$ cat src/design/lir_pkg.sv
// ============================================================================
// lir_pkg - shared types and constants of the linear interpolation resampler
// Block geometry, weight step constants and the job/result records passed
// between the front end, the job queue and the interpolation back end.
// ============================================================================
package lir_pkg;

    // Block geometry
    localparam int IN_PER_BLOCK  = 2100;
    localparam int OUT_PER_BLOCK = 2048;

    // Per-output phase step: whole samples and fractional remainder
    localparam int STEP_WHOLE = IN_PER_BLOCK / OUT_PER_BLOCK;
    localparam int STEP_FRAC  = IN_PER_BLOCK % OUT_PER_BLOCK;

    // Weight step: STEP_FRAC * 65536 = WEIGHT_STEP * OUT_PER_BLOCK + WEIGHT_REM
    localparam int WEIGHT_STEP = (STEP_FRAC * 65536) / OUT_PER_BLOCK;
    localparam int WEIGHT_REM  = (STEP_FRAC * 65536) % OUT_PER_BLOCK;

    // Sized forms used by the front end
    localparam logic [11:0] IN_LIMIT   = 12'(IN_PER_BLOCK);
    localparam logic [11:0] OUT_LIMIT  = 12'(OUT_PER_BLOCK);
    localparam logic [11:0] WHOLE_INC  = 12'(STEP_WHOLE);
    localparam logic [11:0] FRAC_INC   = 12'(STEP_FRAC);
    localparam logic [15:0] W_INC      = 16'(WEIGHT_STEP);
    localparam logic [11:0] W_REM_INC  = 12'(WEIGHT_REM);
    localparam logic [10:0] LAST_INDEX = 11'(OUT_PER_BLOCK - 1);

    // Queue geometry (depth is a power of two so pointers wrap by themselves)
    localparam int QUEUE_DEPTH = 4;
    localparam int QUEUE_AW    = $clog2(QUEUE_DEPTH);

    // One interpolation job: base pair, weight and block-end flag
    typedef struct packed {
        logic signed [11:0] a_i;
        logic signed [11:0] a_q;
        logic signed [11:0] b_i;
        logic signed [11:0] b_q;
        logic [15:0]        weight;
        logic               last;
    } t_job;

    // Job transaction with its valid flag
    typedef struct packed {
        logic valid;
        t_job job;
    } t_job_xfer;

    // One result record
    typedef struct packed {
        logic signed [15:0] out_i;
        logic signed [15:0] out_q;
        logic               block_end;
    } t_res;

endpackage

$ cat src/design/lir_front.sv
// ============================================================================
// lir_front - sample intake and output scheduling
// Tracks the position within the resampling block, decides per sample
// whether an output falls due, and issues an interpolation job for it.
// ============================================================================
module lir_front
    import lir_pkg::*;
(
    input  logic               i_clk,
    input  logic               i_rst_n,
    input  logic               push,
    output logic               full,
    input  logic signed [11:0] i_sample_i,
    input  logic signed [11:0] i_sample_q,
    input  logic               i_queue_full,
    output t_job_xfer          o_job
);

    logic signed [11:0] r_prev_i, n_prev_i;
    logic signed [11:0] r_prev_q, n_prev_q;
    logic [11:0]        r_pos, n_pos;
    logic [10:0]        r_count, n_count;
    logic [11:0]        r_base, n_base;
    logic [10:0]        r_rem, n_rem;
    logic [15:0]        r_weight, n_weight;
    logic [10:0]        r_wrem, n_wrem;

    logic accept;
    logic emit;

    assign full   = i_queue_full;
    assign accept = push && !i_queue_full;
    assign emit   = (r_pos != 12'd0) && (r_base < r_pos) && (r_base < IN_LIMIT);

    // Job issued for the current sample
    always_comb begin
        o_job.valid      = accept && emit;
        o_job.job.a_i    = r_prev_i;
        o_job.job.a_q    = r_prev_q;
        o_job.job.b_i    = i_sample_i;
        o_job.job.b_q    = i_sample_q;
        o_job.job.weight = r_weight;
        o_job.job.last   = (r_count == LAST_INDEX);
    end

    // Phase, weight and block position update
    always_comb begin
        logic [11:0] rem_sum;
        logic        wrap;
        logic [12:0] base_sum;
        logic [11:0] wrem_sum;
        logic        wcarry;

        n_prev_i = r_prev_i;
        n_prev_q = r_prev_q;
        n_pos    = r_pos;
        n_count  = r_count;
        n_base   = r_base;
        n_rem    = r_rem;
        n_weight = r_weight;
        n_wrem   = r_wrem;

        rem_sum  = {1'b0, r_rem} + FRAC_INC;
        wrap     = (rem_sum >= OUT_LIMIT);
        if (wrap) begin
            rem_sum = rem_sum - OUT_LIMIT;
        end
        base_sum = {1'b0, r_base} + {1'b0, WHOLE_INC} + {12'd0, wrap};
        wrem_sum = {1'b0, r_wrem} + W_REM_INC;
        wcarry   = (wrem_sum >= OUT_LIMIT);
        if (wcarry) begin
            wrem_sum = wrem_sum - OUT_LIMIT;
        end

        if (accept) begin
            if (emit) begin
                n_rem = rem_sum[10:0];
                if (base_sum > {1'b0, IN_LIMIT}) begin
                    n_base = IN_LIMIT;
                end else begin
                    n_base = base_sum[11:0];
                end
                // weight wraps by exactly 2^16 when the remainder wraps
                n_weight = r_weight + W_INC + {15'd0, wcarry};
                n_wrem   = wrem_sum[10:0];
                n_count  = r_count + 11'd1;
            end
            if (r_pos >= IN_LIMIT) begin
                n_pos    = 12'd1;
                n_count  = 11'd0;
                n_base   = 12'd0;
                n_rem    = 11'd0;
                n_weight = 16'd0;
                n_wrem   = 11'd0;
            end else begin
                n_pos = r_pos + 12'd1;
            end
            n_prev_i = i_sample_i;
            n_prev_q = i_sample_q;
        end
    end

    // State registers
    always_ff @(posedge i_clk) begin
        if (!i_rst_n) begin
            r_prev_i <= '0;
            r_prev_q <= '0;
            r_pos    <= '0;
            r_count  <= '0;
            r_base   <= '0;
            r_rem    <= '0;
            r_weight <= '0;
            r_wrem   <= '0;
        end else begin
            r_prev_i <= n_prev_i;
            r_prev_q <= n_prev_q;
            r_pos    <= n_pos;
            r_count  <= n_count;
            r_base   <= n_base;
            r_rem    <= n_rem;
            r_weight <= n_weight;
            r_wrem   <= n_wrem;
        end
    end

`ifndef SYNTH
    // remainders stay below the output count
    a_rem_range: assert property (@(posedge i_clk) disable iff (!i_rst_n)
        ({1'b0, r_rem} < OUT_LIMIT) && ({1'b0, r_wrem} < OUT_LIMIT))
        else $error("phase remainder out of range");
    // base never runs past the block end
    a_base_range: assert property (@(posedge i_clk) disable iff (!i_rst_n)
        r_base <= IN_LIMIT)
        else $error("next base beyond block");
    // a stalled sample leaves the schedule untouched
    a_stall_hold: assert property (@(posedge i_clk) disable iff (!i_rst_n)
        (push && i_queue_full) |=> $stable(r_pos) && $stable(r_base))
        else $error("schedule moved on a stalled sample");
`endif

endmodule

$ cat src/design/lir_queue.sv
// ============================================================================
// lir_queue - job queue between front end and back end
// Small FIFO of interpolation jobs so that the intake and the arithmetic
// can stall independently.
// ============================================================================
module lir_queue
    import lir_pkg::*;
(
    input  logic      i_clk,
    input  logic      i_rst_n,
    input  t_job_xfer i_job,
    output logic      o_full,
    output t_job_xfer o_job,
    input  logic      i_pop
);

    t_job                r_mem [QUEUE_DEPTH];
    logic [QUEUE_AW-1:0] r_wr, n_wr;
    logic [QUEUE_AW-1:0] r_rd, n_rd;
    logic [QUEUE_AW:0]   r_count, n_count;

    logic do_push;
    logic do_pop;

    assign o_full    = (r_count == (QUEUE_AW+1)'(QUEUE_DEPTH));
    assign o_job.valid = (r_count != '0);
    assign o_job.job = r_mem[r_rd];
    assign do_push   = i_job.valid && !o_full;
    assign do_pop    = i_pop && o_job.valid;

    // Pointer and occupancy update
    always_comb begin
        n_wr    = r_wr;
        n_rd    = r_rd;
        n_count = r_count;
        if (do_push) begin
            n_wr = r_wr + QUEUE_AW'(1);
        end
        if (do_pop) begin
            n_rd = r_rd + QUEUE_AW'(1);
        end
        case ({do_push, do_pop})
            2'b10:   n_count = r_count + (QUEUE_AW+1)'(1);
            2'b01:   n_count = r_count - (QUEUE_AW+1)'(1);
            default: n_count = r_count;
        endcase
    end

    always_ff @(posedge i_clk) begin
        if (!i_rst_n) begin
            r_wr    <= '0;
            r_rd    <= '0;
            r_count <= '0;
        end else begin
            r_wr    <= n_wr;
            r_rd    <= n_rd;
            r_count <= n_count;
        end
    end

    // Storage
    always_ff @(posedge i_clk) begin
        if (do_push) begin
            r_mem[r_wr] <= i_job.job;
        end
    end

`ifndef SYNTH
    // the front end never offers a job into a full queue
    a_no_overflow: assert property (@(posedge i_clk) disable iff (!i_rst_n)
        !(i_job.valid && o_full))
        else $error("job offered to full queue");
`endif

endmodule

$ cat src/design/lir_back.sv
// ============================================================================
// lir_back - interpolation datapath and result queue
// Multiplies the sample difference by the weight, adds the scaled base
// sample, floors to Q1.15 and holds results until they are taken.
// ============================================================================
module lir_back
    import lir_pkg::*;
(
    input  logic               i_clk,
    input  logic               i_rst_n,
    input  t_job_xfer          i_job,
    output logic               o_pop,
    output logic               empty,
    input  logic               pop,
    output logic signed [15:0] o_out_i,
    output logic signed [15:0] o_out_q,
    output logic               o_block_end
);

    // Multiply stage registers
    logic               r_s1_v;
    logic signed [11:0] r_a_i;
    logic signed [11:0] r_a_q;
    logic signed [29:0] r_prod_i;
    logic signed [29:0] r_prod_q;
    logic               r_last;

    // Result queue
    t_res                r_mem [QUEUE_DEPTH];
    logic [QUEUE_AW-1:0] r_wr;
    logic [QUEUE_AW-1:0] r_rd;
    logic [QUEUE_AW:0]   r_count;

    logic               res_full;
    logic               advance;
    logic               res_push;
    logic               res_pop;
    logic signed [12:0] diff_i;
    logic signed [12:0] diff_q;
    logic signed [16:0] weight_s;
    logic signed [29:0] n_prod_i;
    logic signed [29:0] n_prod_q;
    logic signed [30:0] sum_i;
    logic signed [30:0] sum_q;
    t_res               res;

    assign res_full = (r_count == (QUEUE_AW+1)'(QUEUE_DEPTH));
    assign advance  = !r_s1_v || !res_full;
    assign o_pop    = i_job.valid && advance;
    assign res_push = r_s1_v && !res_full;
    assign res_pop  = pop && !empty;

    // Difference times weight
    assign diff_i   = {i_job.job.b_i[11], i_job.job.b_i} - {i_job.job.a_i[11], i_job.job.a_i};
    assign diff_q   = {i_job.job.b_q[11], i_job.job.b_q} - {i_job.job.a_q[11], i_job.job.a_q};
    assign weight_s = $signed({1'b0, i_job.job.weight});
    assign n_prod_i = diff_i * weight_s;
    assign n_prod_q = diff_q * weight_s;

    always_ff @(posedge i_clk) begin
        if (!i_rst_n) begin
            r_s1_v <= 1'b0;
        end else if (advance) begin
            r_s1_v <= i_job.valid;
        end
    end

    always_ff @(posedge i_clk) begin
        if (o_pop) begin
            r_a_i    <= i_job.job.a_i;
            r_a_q    <= i_job.job.a_q;
            r_prod_i <= n_prod_i;
            r_prod_q <= n_prod_q;
            r_last   <= i_job.job.last;
        end
    end

    // Base * 65536 plus product, floored by 4096
    assign sum_i = $signed({{3{r_a_i[11]}}, r_a_i, 16'h0000}) + 31'(r_prod_i);
    assign sum_q = $signed({{3{r_a_q[11]}}, r_a_q, 16'h0000}) + 31'(r_prod_q);

    always_comb begin
        res.out_i     = sum_i[27:12];
        res.out_q     = sum_q[27:12];
        res.block_end = r_last;
    end

    // Result queue control
    always_ff @(posedge i_clk) begin
        if (!i_rst_n) begin
            r_wr    <= '0;
            r_rd    <= '0;
            r_count <= '0;
        end else begin
            if (res_push) begin
                r_wr <= r_wr + QUEUE_AW'(1);
            end
            if (res_pop) begin
                r_rd <= r_rd + QUEUE_AW'(1);
            end
            case ({res_push, res_pop})
                2'b10:   r_count <= r_count + (QUEUE_AW+1)'(1);
                2'b01:   r_count <= r_count - (QUEUE_AW+1)'(1);
                default: r_count <= r_count;
            endcase
        end
    end

    always_ff @(posedge i_clk) begin
        if (res_push) begin
            r_mem[r_wr] <= res;
        end
    end

    assign empty       = (r_count == '0);
    assign o_out_i     = r_mem[r_rd].out_i;
    assign o_out_q     = r_mem[r_rd].out_q;
    assign o_block_end = r_mem[r_rd].block_end;

`ifndef SYNTH
    // a computed product is held while the result queue is full
    a_stage_hold: assert property (@(posedge i_clk) disable iff (!i_rst_n)
        (r_s1_v && res_full) |=> r_s1_v && $stable(r_prod_i) && $stable(r_prod_q))
        else $error("product dropped under backpressure");
    // result queue occupancy bounded by its depth
    a_res_count: assert property (@(posedge i_clk) disable iff (!i_rst_n)
        r_count <= (QUEUE_AW+1)'(QUEUE_DEPTH))
        else $error("result queue overflow");
`endif

endmodule

$ cat src/design/linear_interp_iq_resampler.sv
// ============================================================================
// linear_interp_iq_resampler - blockwise linear interpolation I/Q resampler
// Top level: intake/scheduling front end, job queue, interpolation back end.
// ============================================================================
// One complex sample is accepted per clock cycle while full is low; each
// sample yields zero or one interpolated Q1.15 result. Every block turns
// IN_PER_BLOCK new samples into OUT_PER_BLOCK results, with block_end on the
// last. A result is registered in the job queue and then in the multiply stage
// before it is written to the output queue, and results leave at up to one
// per cycle while pop is held. full rises only when the four-entry job
// queue is full, which happens when the four-entry result queue has been
// left unread.
module linear_interp_iq_resampler
    import lir_pkg::*;
(
    input  logic               i_clk,
    input  logic               i_rst_n,
    input  logic               push,
    output logic               full,
    input  logic signed [11:0] i_sample_i,
    input  logic signed [11:0] i_sample_q,
    output logic               empty,
    input  logic               pop,
    output logic signed [15:0] o_out_i,
    output logic signed [15:0] o_out_q,
    output logic               o_block_end
);

    t_job_xfer front_job;
    t_job_xfer queue_job;
    logic      queue_full;
    logic      queue_pop;

    lir_front u_front (
        .i_clk        (i_clk),
        .i_rst_n      (i_rst_n),
        .push         (push),
        .full         (full),
        .i_sample_i   (i_sample_i),
        .i_sample_q   (i_sample_q),
        .i_queue_full (queue_full),
        .o_job        (front_job)
    );

    lir_queue u_queue (
        .i_clk   (i_clk),
        .i_rst_n (i_rst_n),
        .i_job   (front_job),
        .o_full  (queue_full),
        .o_job   (queue_job),
        .i_pop   (queue_pop)
    );

    lir_back u_back (
        .i_clk       (i_clk),
        .i_rst_n     (i_rst_n),
        .i_job       (queue_job),
        .o_pop       (queue_pop),
        .empty       (empty),
        .pop         (pop),
        .o_out_i     (o_out_i),
        .o_out_q     (o_out_q),
        .o_block_end (o_block_end)
    );

endmodule
$ cat config.mk
export PLATFORM = sky130hd
export DESIGN_NAME = linear_interp_iq_resampler
export DESIGN_NICKNAME = d
export VERILOG_FILES = /design/src/design/lir_pkg.sv /design/src/design/lir_front.sv /design/src/design/lir_queue.sv /design/src/design/lir_back.sv /design/src/design/linear_interp_iq_resampler.sv
export SDC_FILE = /design/constraint.sdc
export NUM_CORES = 1
export LEC_CHECK = 0
export ABC_AREA = 1
export BUFFER_PORTS_ARGS = -buffer_cell sky130_fd_sc_hd__buf_2
export CORE_UTILIZATION = 40
export CTS_CLUSTER_DIAMETER = 150
export DETAILED_ROUTE_END_ITERATION = 8
export GPL_ROUTABILITY_DRIVEN = 0
export SLEW_MARGIN = 15
export SYNTH_ARGS = -nofsm -noshare
export SYNTH_HDL_FRONTEND = slang
export SYNTH_SLANG_ARGS = --single-unit
$ cat constraint.sdc
create_clock -name i_clk -period 21.3 [get_ports i_clk]
set_input_delay 3.195 -clock i_clk [delete_from_list [all_inputs] [get_ports i_clk]]
set_output_delay 3.195 -clock i_clk [all_outputs]
set_load 0.05 [all_outputs]
# After elaboration in Yosys (flattened, before gate mapping)
# Memories as Yosys holds them, arrays and structs flattened. A register that Yosys moved wholly into a read port is not among the register bits.
# Cells that the tools add are included.
# W data, S select, Z words.
classes:
  n_addsub: 21
  multipliers: 2
  n_lt_le_gt_ge: 6
  eq_ne: 7
  n_mux: 24
  reduce_logical: 23
ops:
  columns: ["op", "count"]
  rows:
  - ["$mux W11", 8]
  - ["$add A28 B28 Y28", 2]
  - ["$mul A13 B17 Y28", 2]
  - ["$mux W12", 4]
  - ["$mux W16", 2]
  - ["$sub A12 B12 Y13", 2]
  - ["$ge A12 B12 Y1 const B", 2]
  - ["$sub A11 B1 Y11 const B", 2]
  - ["$add A16 B1 Y16", 1]
  - ["$add A16 B11 Y16 const B", 1]
  - ["$add A12 B1 Y13 const B", 1]
  - ["$add A13 B1 Y13", 1]
  - ["$gt A13 B12 Y1 const B", 1]
  - ["$add A11 B6 Y12 const B", 1]
  - ["$add A12 B1 Y12 const B", 1]
  - ["$ge A11 B12 Y1 const B", 1]
  - ["$lt A12 B12 Y1", 1]
  - ["$lt A12 B12 Y1 const B", 1]
  - ["$pmux W3 S2", 2]
  - ["$reduce_bool A12 Y1", 1]
  - ["$add A11 B1 Y11 const B", 1]
  - ["$eq A11 B11 Y1 const B", 1]
  - ["$logic_and A1 B1 Y1", 9]
  - ["$add A2 B1 Y2 const B", 4]
  - ["other kinds (14)", 31]
word_totals:
  ff_bits: 193
  mem_bits_rw: 392
  inputBits: 28
  out_inout_bits: 35
  word_cells: 105
  memories: 2
mem_list:
  columns: ["memory", "words", "word_bits", "rd", "rd_ports_with_merged_regs", "wr", "line_no", "text"]
  rows:
  - ["u_queue.r_mem", 4, 65, 1, 1, 1, "lir_queue.sv:17", "t_job r_mem [QUEUE_DEPTH];"]
  - ["u_back.r_mem", 4, 33, 1, 1, 1, "lir_back.sv:29", "t_res r_mem [QUEUE_DEPTH];"]

# Logic depth before layout (Yosys ltp)
depth:
  depth_word: 7
  depth_mapped: 40
  mapped_depth_nobuf: 36

# Hierarchy
# Synthesis repeated with hierarchy kept, for this count alone.
unflattened:
  hier_cells: 3935
  hier_area_um2: 37846.3
by_module_without_submodules:
  columns: ["module", "n_inst", "cells_each", "area_each_um2", "seq_area_each_um2"]
  rows:
  - ["lir_back", 1, 2606, 23059.6, 5875.6]
  - ["lir_queue", 1, 698, 10432.5, 7987.7]
  - ["lir_front", 1, 631, 4354.2, 1541.5]

# Worst setup path after synthesis
# No wires, ideal clock.
synth_timing:
  path_type: "register -> register"
  startpoint: "reg (tool-made name)"
  endpoint: "reg u_back.r_prod_q[27], data pin"
  setup_ps: 253
  t_arrival_ps: 7069
  required_ps: 21047
  path_slack_ps: 13978
  stages_incl_launch_ff: 34
  n_path_buf: 3
  synth_period_minus_slack_ps: 7322
  cell_sequence: "dfxtp_1 -> inv_1 -> buf_2 -> buf_2 -> buf_1 -> a21oi_1 -> a32o_1 -> ha_1 -> fa_1 -> inv_1 -> nand2_1 -> nand2_1 -> nand2_1 -> nand2_1 -> nand4_1 -> nand3_1 -> xor2_2 -> inv_1 -> nor2_1 -> fa_1 -> fa_1 -> fa_1 -> fa_1 -> fa_1 -> ha_1 -> ha_1 -> nand4_1 -> inv_1 -> nand2_1 -> or2_2 -> nand3_1 -> inv_1 -> nand2_1 -> nand2_1"
synth_lines:
  columns: ["item", "line_no", "text"]
  rows:
  - ["to (signal assigned)", "lir_back.sv:73", "r_prod_q <= n_prod_q;"]
  - ["to (decl)", "lir_back.sv:25", "logic signed [29:0] r_prod_q;"]

==> flow_summary_export.csv <==
group,metric,value,unit
clock_network,clock-root-buffer,"clkbuf_16",
place,place_inst,4455,
sta,finalSetupTns,0,ns
worst_hold_path,hold_path.class,"reg2reg",
clock_network,cts_hold_buf,0,
setup_path,path_max_fanout,63,
cells_and_area,drive_gt1_frac,0.0617,
floorplanning,core_area,82400,um2
sta,fmax,0.109,GHz
route,postRouteAntennaNets,0,
global_routing,antenna_found_initial,7,
route,viasPerCell,5.02,
route,finalWirelength,75.7,mm
clock_network,cts-buffers-inserted,53,
yosys,avgSynthCellArea,10.1,um2
floorplanning,rows,105,
yosys,async_flop_share,0,
sta,period_share,0.430,
place,place_area,35200,um2
yosys,synth_warnings,0,
setup_path,reg2reg_slack,12.13,ns
cells_and_area,num-fill-cells,7759,
yosys,synth-seq-cells,517,
clock_network,clk_latency,0.61,ns
yosys,synthesis.area,33400,um2
sta,tightest_slew,1.13,ns
cells_and_area,fin_nets,3994,
floorplanning,start_util,0.406,
clock_network,cts_buffer_depth,3,
setup_path,worst_setup_path_end_kind,"flop",
yosys,yosysSeqAreaShare,0.435,
setup_path,crit_arrival,9.52,ns
sta,drv_slew,0,
clock_network,clock_sinks,517,
setup_path,rr_worst_depth,26,
global_routing,grt_start_max_net_pins,68,
worst_hold_path,whs_path_depth,2,
clock_network,cts_setup_buffers,0,
route,wl_per_cell,16.6,um
clock_network,tritoncts,"yes",
yosys,yosys.area.top_type,"edfxtp_1",
setup_path,startpoint_type,"flop",
place,hpwlAfterDp,53.8,mm
yosys,synth_edf_count,421,
outcome,outcome,"finished clean",
route,drc,0,
clock_network,clk_pin_slew,0.07,ns
floorplanning,io_pins,63,
clock_network,postCtsResizedCells,0,
cells_and_area,utilization,0.449,
route,first_iter_violations,1409,
floorplanning,die_w,291,um
yosys,synth_common_cells,"nand2_1, inv_1, edfxtp_1, nor2_1",
yosys,syn_inst,3322,
cells_and_area,final_cells,4555,
global_routing,grt_pass1_wl,122,mm
sta,hold_viol_final,0,
sta,setup_violations,0,
sta,post-route-min-period,9.17,ns
setup_path,critical_path_class,"reg2reg",
run,drv_cap,0,
yosys,synth_most_common_cell,"nand2_1",
global_routing,grt.total_usage,0.180,
yosys,synth_top_area_share,0.378,
setup_path,cp.required,21.65,ns
route,first_pass_iters,5,
floorplanning,die_y,291,um
global_routing,grt_overflow,0,
yosys,yosys.cell_types.count,54,
global_routing,first_global_vias,22551,
worst_hold_path,holdCritStartpoint,"u_back.r_rd[1]",
sta,rsz0062_at_grt,"no",
sta,relSlewSlack,0.244,
clock_network,htree_levels,2,
cells_and_area,syn_to_final_growth,10.6,%
route,vias,22845,
yosys,synth_top_cells_by_area,"edfxtp_1, fa_1, ha_1",
floorplanning,die_area,84800,um2
yosys,synthFlopType,"edfxtp_1",
sta,clock_skew,0.0257,ns
place,io_buffers,62,
cells_and_area,design_area,37000,um2
registers in the layout, summed over array words and instances (netlist names), 3 cells and up, named ones only:
signal and count:
u_queue.r_mem 232, u_back.r_mem 132, u_back.r_prod_i 16, u_back.r_prod_q 16, u_back.r_a_i 12, u_back.r_a_q 12, u_front.r_base 12, u_front.r_pos 12
u_front.r_prev_i 12, u_front.r_prev_q 12, u_front.r_count 11, u_front.r_rem 9, u_front.r_weight 9, u_back.r_count 3, u_queue.r_count 3
stage by stage:
stage / hold slack [ns] / setup WS (ns)
after floorplan: 0.436 / 13.98
after global placement: 0.452 / 12.21
after detailed placement: 0.455 / 12.12
after CTS: 0.465 / 12.08
after global routing: 0.492 / 11.35
final: 0.465 / 12.13
critical path, stage by stage, from the launching register on:
cell	delay, ns
dfxtp_4	0.51
clkinv_2	0.60
buf_4	0.65
nand2_1	0.11
a32oi_1	0.51
inv_1	0.09
ha_1	0.35
a21oi_1	0.10
o21ai_0	0.25
nand2_1	0.08
nand3_1	0.12
xor2_2	0.60
inv_1	0.35
nor2_1	0.23
fa_1	0.45
fa_1	0.52
fa_1	0.52
fa_1	0.53
fa_1	0.49
ha_1	0.32
ha_1	0.40
a21oi_1	0.21
o21ai_0	0.16
a221oi_1	0.37
nand3_1	0.18
nand3_1	0.12
nand2_1	0.06
routing by layer:
metal,part of all wire,vias up,global-route usage
li1,-,11120,-
met1,0.46,11118,0.246
met2,0.47,510,0.304
met3,0.053,91,0.0271
met4,0.016,6,0.0342
met5,0.00045,-,0
final timing paths:
path / endpoint
worst max-delay path: u_back.r_prod_q[27]
worst min-delay path: u_back.r_rd[1]
worst max register to register: u_back.r_prod_q[27]
worst min register to register: u_back.r_rd[1]
cell type report:
type                       instances  area, um2  share of cell area
sequential                       517      14600               0.394
antenna                            1       2.50           0.0000677
timing repair buffer              83        468              0.0127
multi-input combinational       2306      17000               0.460
clock inverter                    29        389              0.0105
inverter                         479       1800              0.0487
clock buffer                      70       1410              0.0381
tap                             1070       1340              0.0362
placed cells by master (no fill, tap or decap), types with 18 or more instances in the layout:
cell type    n
xor2_1      53
dfxtp_1     94
buf_2       62
nand3_1     94
nor3_1      19
a21oi_1    170
edfxtp_1   421
or2_2       18
buf_4       21
nand4_1     29
o21ai_0    190
o22ai_1     56
inv_1      468
nor2_1     359
clkbuf_16   53
xnor2_1     22
ha_1       263
nand2_1    573
fa_1       263
a32oi_1     24
conb_1      80
logic make-up after synthesis:
logic type               after synthesis  synth area share
flip-flops                           517             0.435
buffers and inverters                577            0.0667
AO/OA/AOI/OAI                        493            0.0835
adder cells (fa/ha/maj)              526             0.256
AND/OR/NAND/NOR                     1131             0.138
XOR/XNOR                              76            0.0201
other                                  2          0.000225
Power is not shown: default switching activity piles up to over one toggle a cycle in this logic, so the estimate is an artifact.
